$ cat config.mk
export PLATFORM = sky130hd
export DESIGN_NAME = epoch_to_bcd_calendar_unit
export DESIGN_NICKNAME = d
export VERILOG_FILES = /design/src/hw/rtl/ebc_pkg.sv /design/src/hw/rtl/epoch_to_bcd_calendar_unit.sv
export SDC_FILE = /design/constraint.sdc
export NUM_CORES = 2
export LEC_CHECK = 0
export BUFFER_PORTS_ARGS = -buffer_cell sky130_fd_sc_hd__buf_2
export CAP_MARGIN = 20
export CELL_PAD_IN_SITES_DETAIL_PLACEMENT = 0
export CELL_PAD_IN_SITES_GLOBAL_PLACEMENT = 2
export CORE_MARGIN = 10
export CORE_UTILIZATION = 30
export CTS_CLUSTER_DIAMETER = 60
export CTS_CLUSTER_SIZE = 8
export DETAILED_ROUTE_END_ITERATION = 16
export GPL_ROUTABILITY_DRIVEN = 0
export GPL_TIMING_DRIVEN = 0
export PLACE_DENSITY_LB_ADDON = 0.12
export SYNTH_ARGS = -nofsm -noshare
export SYNTH_HDL_FRONTEND = slang
export SYNTH_SLANG_ARGS = --single-unit
$ cat constraint.sdc
create_clock -name clk -period 19.2 [get_ports clk]
set_clock_uncertainty 0.2 [all_clocks]
set_input_delay 0.96 -clock clk [delete_from_list [all_inputs] [get_ports clk]]
set_output_delay 0.96 -clock clk [all_outputs]
set_load 0.005 [all_outputs]
$ cat src/hw/rtl/ebc_pkg.sv
// Constants and helper functions for the epoch to BCD calendar unit.
package ebc_pkg;

  localparam logic [31:0] EPOCH_OFFSET  = 32'd946681200;
  localparam logic [17:0] DAYS_CENTURY  = 18'd36525;
  // Reciprocals for division by constants: x / 15, x / 15, x / 3, x / 1461, x / 7.
  localparam logic [30:0] RECIP_15_WIDE = 31'd1145324613; // shift 34, x < 2^30
  localparam logic [24:0] RECIP_15_NARR = 25'd17895698;   // shift 28, x < 19173961
  localparam logic [19:0] RECIP_3       = 20'd699051;     // shift 21, x < 2^19
  localparam logic [15:0] RECIP_1461    = 16'd45934;      // shift 26, x < 2^16
  localparam logic [17:0] RECIP_7       = 18'd149797;     // shift 20, x < 2^17
  localparam logic [10:0] DAYS_QUAD     = 11'd1461;
  // 2000-01-01 was a Saturday; weekday = (days + 6) mod 7, Sunday as 7.
  localparam logic [2:0]  WDAY_BASE     = 3'd6;

  // Day of year at which a month ends (exclusive), for months 1 to 11.
  function automatic logic [8:0] month_end(input logic [3:0] m, input logic leap);
    logic [8:0] e;
    unique case (m)
      4'd1:    e = 9'd31;
      4'd2:    e = 9'd59;
      4'd3:    e = 9'd90;
      4'd4:    e = 9'd120;
      4'd5:    e = 9'd151;
      4'd6:    e = 9'd181;
      4'd7:    e = 9'd212;
      4'd8:    e = 9'd243;
      4'd9:    e = 9'd273;
      4'd10:   e = 9'd304;
      4'd11:   e = 9'd334;
      default: e = 9'd0;
    endcase
    if (leap && m >= 4'd2 && m <= 4'd11) begin
      e = e + 9'd1;
    end
    return e;
  endfunction

  // Two BCD digits of a value below 100.
  function automatic logic [7:0] to_bcd(input logic [6:0] v);
    logic [17:0] p;
    logic [3:0]  tens;
    logic [6:0]  ones;
    p    = 18'(v) * 18'd205;
    tens = p[14:11];
    ones = v - 7'(tens) * 7'd10;
    return {tens, ones[3:0]};
  endfunction

endpackage

$ cat src/hw/rtl/epoch_to_bcd_calendar_unit.sv
// Top level of the epoch seconds to BCD calendar converter.
//
// The unit converts a 32-bit seconds count since 1970 into the seven BCD time
// registers of a real-time clock, counted from 2000-01-01 00:00:00 in UTC+1.
// The input channel carries one count per beat on in_tdata. The result
// channel carries seconds, minutes, hours, weekday, day, month and year on
// out_tdata, and out_tuser flags a count before 2000 or after 2099, in which
// case every data field is zero.
// The work runs through a twelve-stage pipeline: the time of day is split
// off by three reciprocal multiplications, the day count is cut into
// four-year blocks, years and months by parallel compares against constant
// tables, and the last stage packs the BCD digits.
// A new beat may enter in every cycle while the pipeline is not stalled, so
// throughput is one item per cycle. The whole pipeline advances together;
// when the receiver holds out_tready low with a result waiting, every stage
// freezes and in_tready falls, so no item is lost or repeated. Empty stages
// still fill while the output stage is free.
// Reset (rst_n low at a clock edge) clears all valid bits; the pipeline is
// then empty and ready at once.
module epoch_to_bcd_calendar_unit
  import ebc_pkg::*;
(
  input  logic        clk,
  input  logic        rst_n,
  input  logic        in_tvalid,
  output logic        in_tready,
  input  logic [31:0] in_tdata,   // [31:0] epoch_seconds
  output logic        out_tvalid,
  input  logic        out_tready,
  // [6:0] seconds_bcd, [13:7] minutes_bcd, [19:14] hours_bcd, [22:20] weekday,
  // [28:23] day_bcd, [33:29] month_bcd, [41:34] year_bcd, [47:42] zero fill
  output logic [47:0] out_tdata,
  output logic        out_tuser   // [0] out_of_range
);

  logic [12:1] v_r;
  logic        en;

  assign en        = !v_r[12] || out_tready;
  assign in_tready = en;

  always_ff @(posedge clk) begin
    if (!rst_n) begin
      v_r <= '0;
    end else if (en) begin
      v_r <= {v_r[11:1], in_tvalid};
    end
  end

  // Stage 1: remove offset.
  logic [31:0] rem1_r;
  logic        oor1_r;
  // Stage 2: seconds quotient product.
  logic [60:0] prod2_r;
  logic [31:0] rem2_r;
  logic        oor2_r;
  // Stage 3: minutes count and seconds.
  logic [26:0] q3_r;
  logic [5:0]  sec3_r;
  logic        oor3_r;
  // Stage 4.
  logic [49:0] prod4_r;
  logic [26:0] q4_r;
  logic [5:0]  sec4_r;
  logic        oor4_r;
  // Stage 5: hours count and minutes.
  logic [21:0] q5_r;
  logic [5:0]  sec5_r, min5_r;
  logic        oor5_r;
  // Stage 6.
  logic [38:0] prod6_r;
  logic [21:0] q6_r;
  logic [5:0]  sec6_r, min6_r;
  logic        oor6_r;
  // Stage 7: day count and hours.
  logic [17:0] d7_r;
  logic [5:0]  sec7_r, min7_r;
  logic [4:0]  hr7_r;
  logic        oor7_r;
  // Stage 8: four-year block and weekday products.
  logic [31:0] prod8a_r;
  logic [34:0] prod8b_r;
  logic [15:0] d8_r;
  logic [16:0] xw8_r;
  logic [5:0]  sec8_r, min8_r;
  logic [4:0]  hr8_r;
  logic        oor8_r;
  // Stage 9: block index, day in block, weekday.
  logic [4:0]  quad9_r;
  logic [10:0] r9_r;
  logic [2:0]  wd9_r;
  logic [5:0]  sec9_r, min9_r;
  logic [4:0]  hr9_r;
  logic        oor9_r;
  // Stage 10: year and day of year.
  logic [6:0]  year10_r;
  logic [8:0]  dy10_r;
  logic        leap10_r;
  logic [2:0]  wd10_r;
  logic [5:0]  sec10_r, min10_r;
  logic [4:0]  hr10_r;
  logic        oor10_r;
  // Stage 11: month.
  logic [3:0]  mon11_r;
  logic [6:0]  year11_r;
  logic [8:0]  dy11_r;
  logic        leap11_r;
  logic [2:0]  wd11_r;
  logic [5:0]  sec11_r, min11_r;
  logic [4:0]  hr11_r;
  logic        oor11_r;
  // Stage 12: output register.
  logic [41:0] res12_r;
  logic        oor12_r;

  // Combinational helpers between stages.
  logic [26:0] q3_nxt;
  logic [31:0] sec3_full;
  logic [21:0] q5_nxt;
  logic [26:0] min5_full;
  logic [17:0] d7_nxt;
  logic [21:0] hr7_full;
  logic [16:0] xw8_nxt;
  logic [4:0]  quad9_nxt;
  logic [10:0] r9_full;
  logic [14:0] wq9;
  logic [16:0] wr9_full;
  logic [2:0]  wd9_nxt;
  logic [1:0]  yq10;
  logic [8:0]  dy10_nxt;
  logic [3:0]  mon11_nxt;
  logic [8:0]  dom12;
  logic [41:0] res12_nxt;

  always_comb begin
    q3_nxt    = prod2_r[60:34];
    sec3_full = rem2_r - 32'(q3_nxt) * 32'd60;
    q5_nxt    = prod4_r[49:28];
    min5_full = q4_r - 27'(q5_nxt) * 27'd60;
    d7_nxt    = prod6_r[38:21];
    hr7_full  = q6_r - 22'(d7_nxt) * 22'd24;
    xw8_nxt   = 17'(d7_r[15:0]) + 17'(WDAY_BASE);
    quad9_nxt = prod8a_r[30:26];
    r9_full   = d8_r[10:0] - 11'(quad9_nxt) * DAYS_QUAD;
    wq9       = prod8b_r[34:20];
    wr9_full  = xw8_r - 17'(wq9) * 17'd7;
    wd9_nxt   = (wr9_full[2:0] == 3'd0) ? 3'd7 : wr9_full[2:0];

    priority if (r9_r < 11'd366) begin
      yq10 = 2'd0; dy10_nxt = r9_r[8:0];
    end else if (r9_r < 11'd731) begin
      yq10 = 2'd1; dy10_nxt = 9'(r9_r - 11'd366);
    end else if (r9_r < 11'd1096) begin
      yq10 = 2'd2; dy10_nxt = 9'(r9_r - 11'd731);
    end else begin
      yq10 = 2'd3; dy10_nxt = 9'(r9_r - 11'd1096);
    end

    mon11_nxt = 4'd1;
    for (int m = 1; m <= 11; m++) begin
      if (dy10_r >= month_end(4'(m), leap10_r)) begin
        mon11_nxt = mon11_nxt + 4'd1;
      end
    end

    dom12 = dy11_r - month_end(mon11_r - 4'd1, leap11_r) + 9'd1;
    res12_nxt = {to_bcd(year11_r),
                 5'(to_bcd({3'd0, mon11_r})),
                 6'(to_bcd(dom12[6:0])),
                 wd11_r,
                 6'(to_bcd({2'd0, hr11_r})),
                 7'(to_bcd({1'd0, min11_r})),
                 7'(to_bcd({1'd0, sec11_r}))};
    if (oor11_r) begin
      res12_nxt = '0;
    end
  end

  always_ff @(posedge clk) begin
    if (en) begin
      rem1_r   <= in_tdata - EPOCH_OFFSET;
      oor1_r   <= in_tdata < EPOCH_OFFSET;

      prod2_r  <= 61'(rem1_r[31:2]) * 61'(RECIP_15_WIDE);
      rem2_r   <= rem1_r;
      oor2_r   <= oor1_r;

      q3_r     <= q3_nxt;
      sec3_r   <= sec3_full[5:0];
      oor3_r   <= oor2_r;

      prod4_r  <= 50'(q3_r[26:2]) * 50'(RECIP_15_NARR);
      q4_r     <= q3_r;
      sec4_r   <= sec3_r;
      oor4_r   <= oor3_r;

      q5_r     <= q5_nxt;
      sec5_r   <= sec4_r;
      min5_r   <= min5_full[5:0];
      oor5_r   <= oor4_r;

      prod6_r  <= 39'(q5_r[21:3]) * 39'(RECIP_3);
      q6_r     <= q5_r;
      sec6_r   <= sec5_r;
      min6_r   <= min5_r;
      oor6_r   <= oor5_r;

      d7_r     <= d7_nxt;
      sec7_r   <= sec6_r;
      min7_r   <= min6_r;
      hr7_r    <= hr7_full[4:0];
      oor7_r   <= oor6_r;

      prod8a_r <= 32'(d7_r[15:0]) * 32'(RECIP_1461);
      prod8b_r <= 35'(xw8_nxt) * 35'(RECIP_7);
      d8_r     <= d7_r[15:0];
      xw8_r    <= xw8_nxt;
      sec8_r   <= sec7_r;
      min8_r   <= min7_r;
      hr8_r    <= hr7_r;
      oor8_r   <= oor7_r || (d7_r >= DAYS_CENTURY);

      quad9_r  <= quad9_nxt;
      r9_r     <= r9_full;
      wd9_r    <= wd9_nxt;
      sec9_r   <= sec8_r;
      min9_r   <= min8_r;
      hr9_r    <= hr8_r;
      oor9_r   <= oor8_r;

      year10_r <= {quad9_r, 2'b00} + 7'(yq10);
      dy10_r   <= dy10_nxt;
      leap10_r <= (yq10 == 2'd0);
      wd10_r   <= wd9_r;
      sec10_r  <= sec9_r;
      min10_r  <= min9_r;
      hr10_r   <= hr9_r;
      oor10_r  <= oor9_r;

      mon11_r  <= mon11_nxt;
      year11_r <= year10_r;
      dy11_r   <= dy10_r;
      leap11_r <= leap10_r;
      wd11_r   <= wd10_r;
      sec11_r  <= sec10_r;
      min11_r  <= min10_r;
      hr11_r   <= hr10_r;
      oor11_r  <= oor10_r;

      res12_r  <= res12_nxt;
      oor12_r  <= oor11_r;
    end
  end

  assign out_tvalid = v_r[12];
  assign out_tdata  = {6'd0, res12_r};
  assign out_tuser  = oor12_r;

endmodule

==> impl_metrics.json <==
{
  "n_antenna_cell": 0,
  "worstReg2RegStart": "mon11_r[2]",
  "cts_max_level": 3,
  "yosysMostFrequentCell": "ha_1",
  "outcome": "completed",
  "num_vias": 28100,
  "hold_class": "register to register",
  "hold_start": "prod4_r[46]",
  "die_height_microns": 419,
  "dp_hpwl_mm": 88.8,
  "grt_pass1_wl_mm": 173,
  "final.min_clock_period_ns": 9.53,
  "final_core_util_pct": 33.8,
  "vias_per_cell": 4.40,
  "fp.dieArea_sq_um": 176000,
  "cts_hold_buf": 0,
  "reg2reg_slack_ns": 9.67,
  "crit_path_end_kind": "register",
  "first_pass_iters": 5,
  "critPathTopFamily": "adder cells",
  "netlist_instances": 4109,
  "crit_arrival_ns": 9.67,
  "rows": 146,
  "drive_gt1_share_pct": 5.40,
  "area_delta_synth_final_pct": 11.8,
  "antenna_found_initial": 2,
  "reg2regPathDepth": 38,
  "synth_common_cells": "1059 x ha_1, 904 x inv_1, 502 x fa_1",
  "totalWireLength_mm": 106,
  "wire_per_inst_microns": 16.5,
  "max-cap-violations": 0,
  "synth_edf_count": 440,
  "grt_pass1_vias": 31100,
  "ant_nets": 0,
  "start_kind": "register",
  "syn_area_sq_um": 47800,
  "synth_top_flop_cell": "edfxtp_1",
  "crit_top_cell": "ha_1",
  "drcViolationCount": 0,
  "yosysTopAreaCell": "ha_1",
  "min_path_cells": 0,
  "max_stage_delay_ns": 0.59,
  "initial_core_util_pct": 30.2,
  "overflow": 0,
  "hold_viol": 0,
  "cts_tree": "yes",
  "fillers": 16000,
  "cp_max_fo": 9,
  "yosysSeqAreaShare_pct": 28.1,
  "worst_ep_required_time_ns": 19.34,
  "synth_area_leaders": "ha_1 28%, edfxtp_1 28%, fa_1 21%",
  "track_usage_pct": 12.4,
  "grt_max_degree": 69,
  "fin_setup_tns_ns": 0,
  "drv_slew": 0,
  "cts.sinks": 452,
  "hold_end": "q5_r[18]",
  "clkTransAtPathRegs_ns": 0.05,
  "crit_type": "register to register",
  "die_w_microns": 419,
  "core_area_sq_um": 158000,
  "fmax_ghz": 0.105,
  "io_buffer_count": 80,
  "ys_ff_latch": 452,
  "final_nets": 5879,
  "report.final.setup_viol": 0,
  "cts_resized": 0,
  "synth.avg_cell_area_sq_um": 11.6,
  "fin_crit_sh_pct": 49.7,
  "numCtsBuffers": 79,
  "yosysTopAreaCellShare_pct": 27.7,
  "yosys_warnings": 0,
  "slowest_stage": "xor2_1",
  "ys_async_sr_fraction_pct": 0,
  "reg2reg_to": "res12_r[26]",
  "first_iter_violations": 999,
  "clockBufferDepth": 3,
  "ys_types": 78,
  "postCtsSetupRepairBufs": 0,
  "cts_root_buf": "clkbuf_16",
  "path_buf_inv": 5,
  "worst_slew_pin_slew_ns": 0.939,
  "clk_latency_ns": 0.66,
  "rsz0062_at_grt": "no",
  "io_pins": 87,
  "relSlewSlack_pct": 36.8
}
worst reg2reg max path, delay by kind of cell (launching register included):
kind | cells | cell delay, ns
AOI/OAI and AO/OA | 11 | 2.33
xor gates and xnor gates | 9 | 2.04
adders and majority gates | 11 | 3.44
buffers and inverters | 5 | 0.46
DFF | 1 | 0.57
and+or+nand+nor | 2 | 0.17
routing by layer:
metal | GRT usage [%] | share of wire, %
met2 | 20.4 | 46
met1 | 17.1 | 49
met3 | 1.85 | 2.4
met4 | 3.29 | 2.7
met5 | 0 | 0
layout make-up:
class | instances | area, sq um | area share [%]
buffer | 24 | 128 | 0.239
clock buffer | 101 | 2060 | 3.85
clock inverter | 29 | 378 | 0.707
inverter | 905 | 3400 | 6.35
multi-input combinational | 2733 | 30900 | 57.7
sequential | 452 | 13500 | 25.2
tap | 2072 | 2590 | 4.85
timing repair buffer | 87 | 593 | 1.11
flip-flops by register name (all words and copies together) (netlist names), 7 cells and up:
name      count
prod6_r      19
q5_r         22
rem1_r       32
res12_r      42
d7_r         18
dy11_r        7
dy10_r        9
r9_r         11
year11_r      7
v_r          12
d8_r         10
prod2_r      29
year10_r      7
prod4_r      22
q3_r         27
worst max-delay path by stage:
stage,startpoint,end,slack (ns),cells after the start
after global routing,mon11_r[2],res12_r[26],8.84,38
after floorplan,out_tready,d7_r[0],4.82,3
after CTS,mon11_r[2],res12_r[26],9.52,38
after global placement,out_tready,in_tready,-2.64,5
final,mon11_r[2],res12_r[26],9.67,38
after detailed placement,mon11_r[2],res12_r[26],9.58,38
layout by cell type, fill, tap and decap left out, types with 22 or more instances in the layout:
cell type | netlist | final
nor2_1 | 119 | 119
nand3_1 | 35 | 35
nor2b_1 | 41 | 41
clkbuf_16 | 0 | 79
a21o_1 | 52 | 52
o21ai_0 | 83 | 83
edfxtp_1 | 440 | 440
ha_1 | 1059 | 1059
xor2_1 | 55 | 55
nand2_1 | 116 | 116
clkbuf_1 | 13 | 34
xnor2_1 | 168 | 168
a21boi_0 | 22 | 22
inv_1 | 904 | 904
a21oi_1 | 129 | 129
o21bai_1 | 23 | 23
nor3_1 | 33 | 33
fa_1 | 502 | 502
buf_2 | 3 | 83
metrics by stage:
step | hold slack (ns) | instances | cell area, sq um | setup slack, ns
global placement | 0.201 | 6266 | 50800 | -2.64
CTS | 0.194 | 6403 | 53500 | 9.52
floorplan | 0.200 | 4114 | 47800 | 4.82
detailed placement | 0.205 | 6273 | 51000 | 9.58
global route | 0.206 | 6403 | 53500 | 8.84
finish | 0.195 | 6403 | 53500 | 9.67
kinds of logic (layout without fill, tap and decap cells):
| group | Yosys count | in the layout | synth area share (%) |
|---|---|---|---|
| fa+ha+maj | 1561 | 1561 | 48.7 |
| buf+inv | 929 | 1146 | 7.36 |
| compound gates | 467 | 467 | 6.48 |
| simple gates | 460 | 460 | 4.74 |
| flops | 452 | 452 | 28.1 |
| xor+xnor | 227 | 227 | 4.26 |
| mux | 12 | 12 | 0.293 |
| other cells | 1 | 6 | 0.00784 |
Power is left out: the tool's default activity adds up to more than one toggle a clock period on the data nets, which glitch-free logic cannot reach.
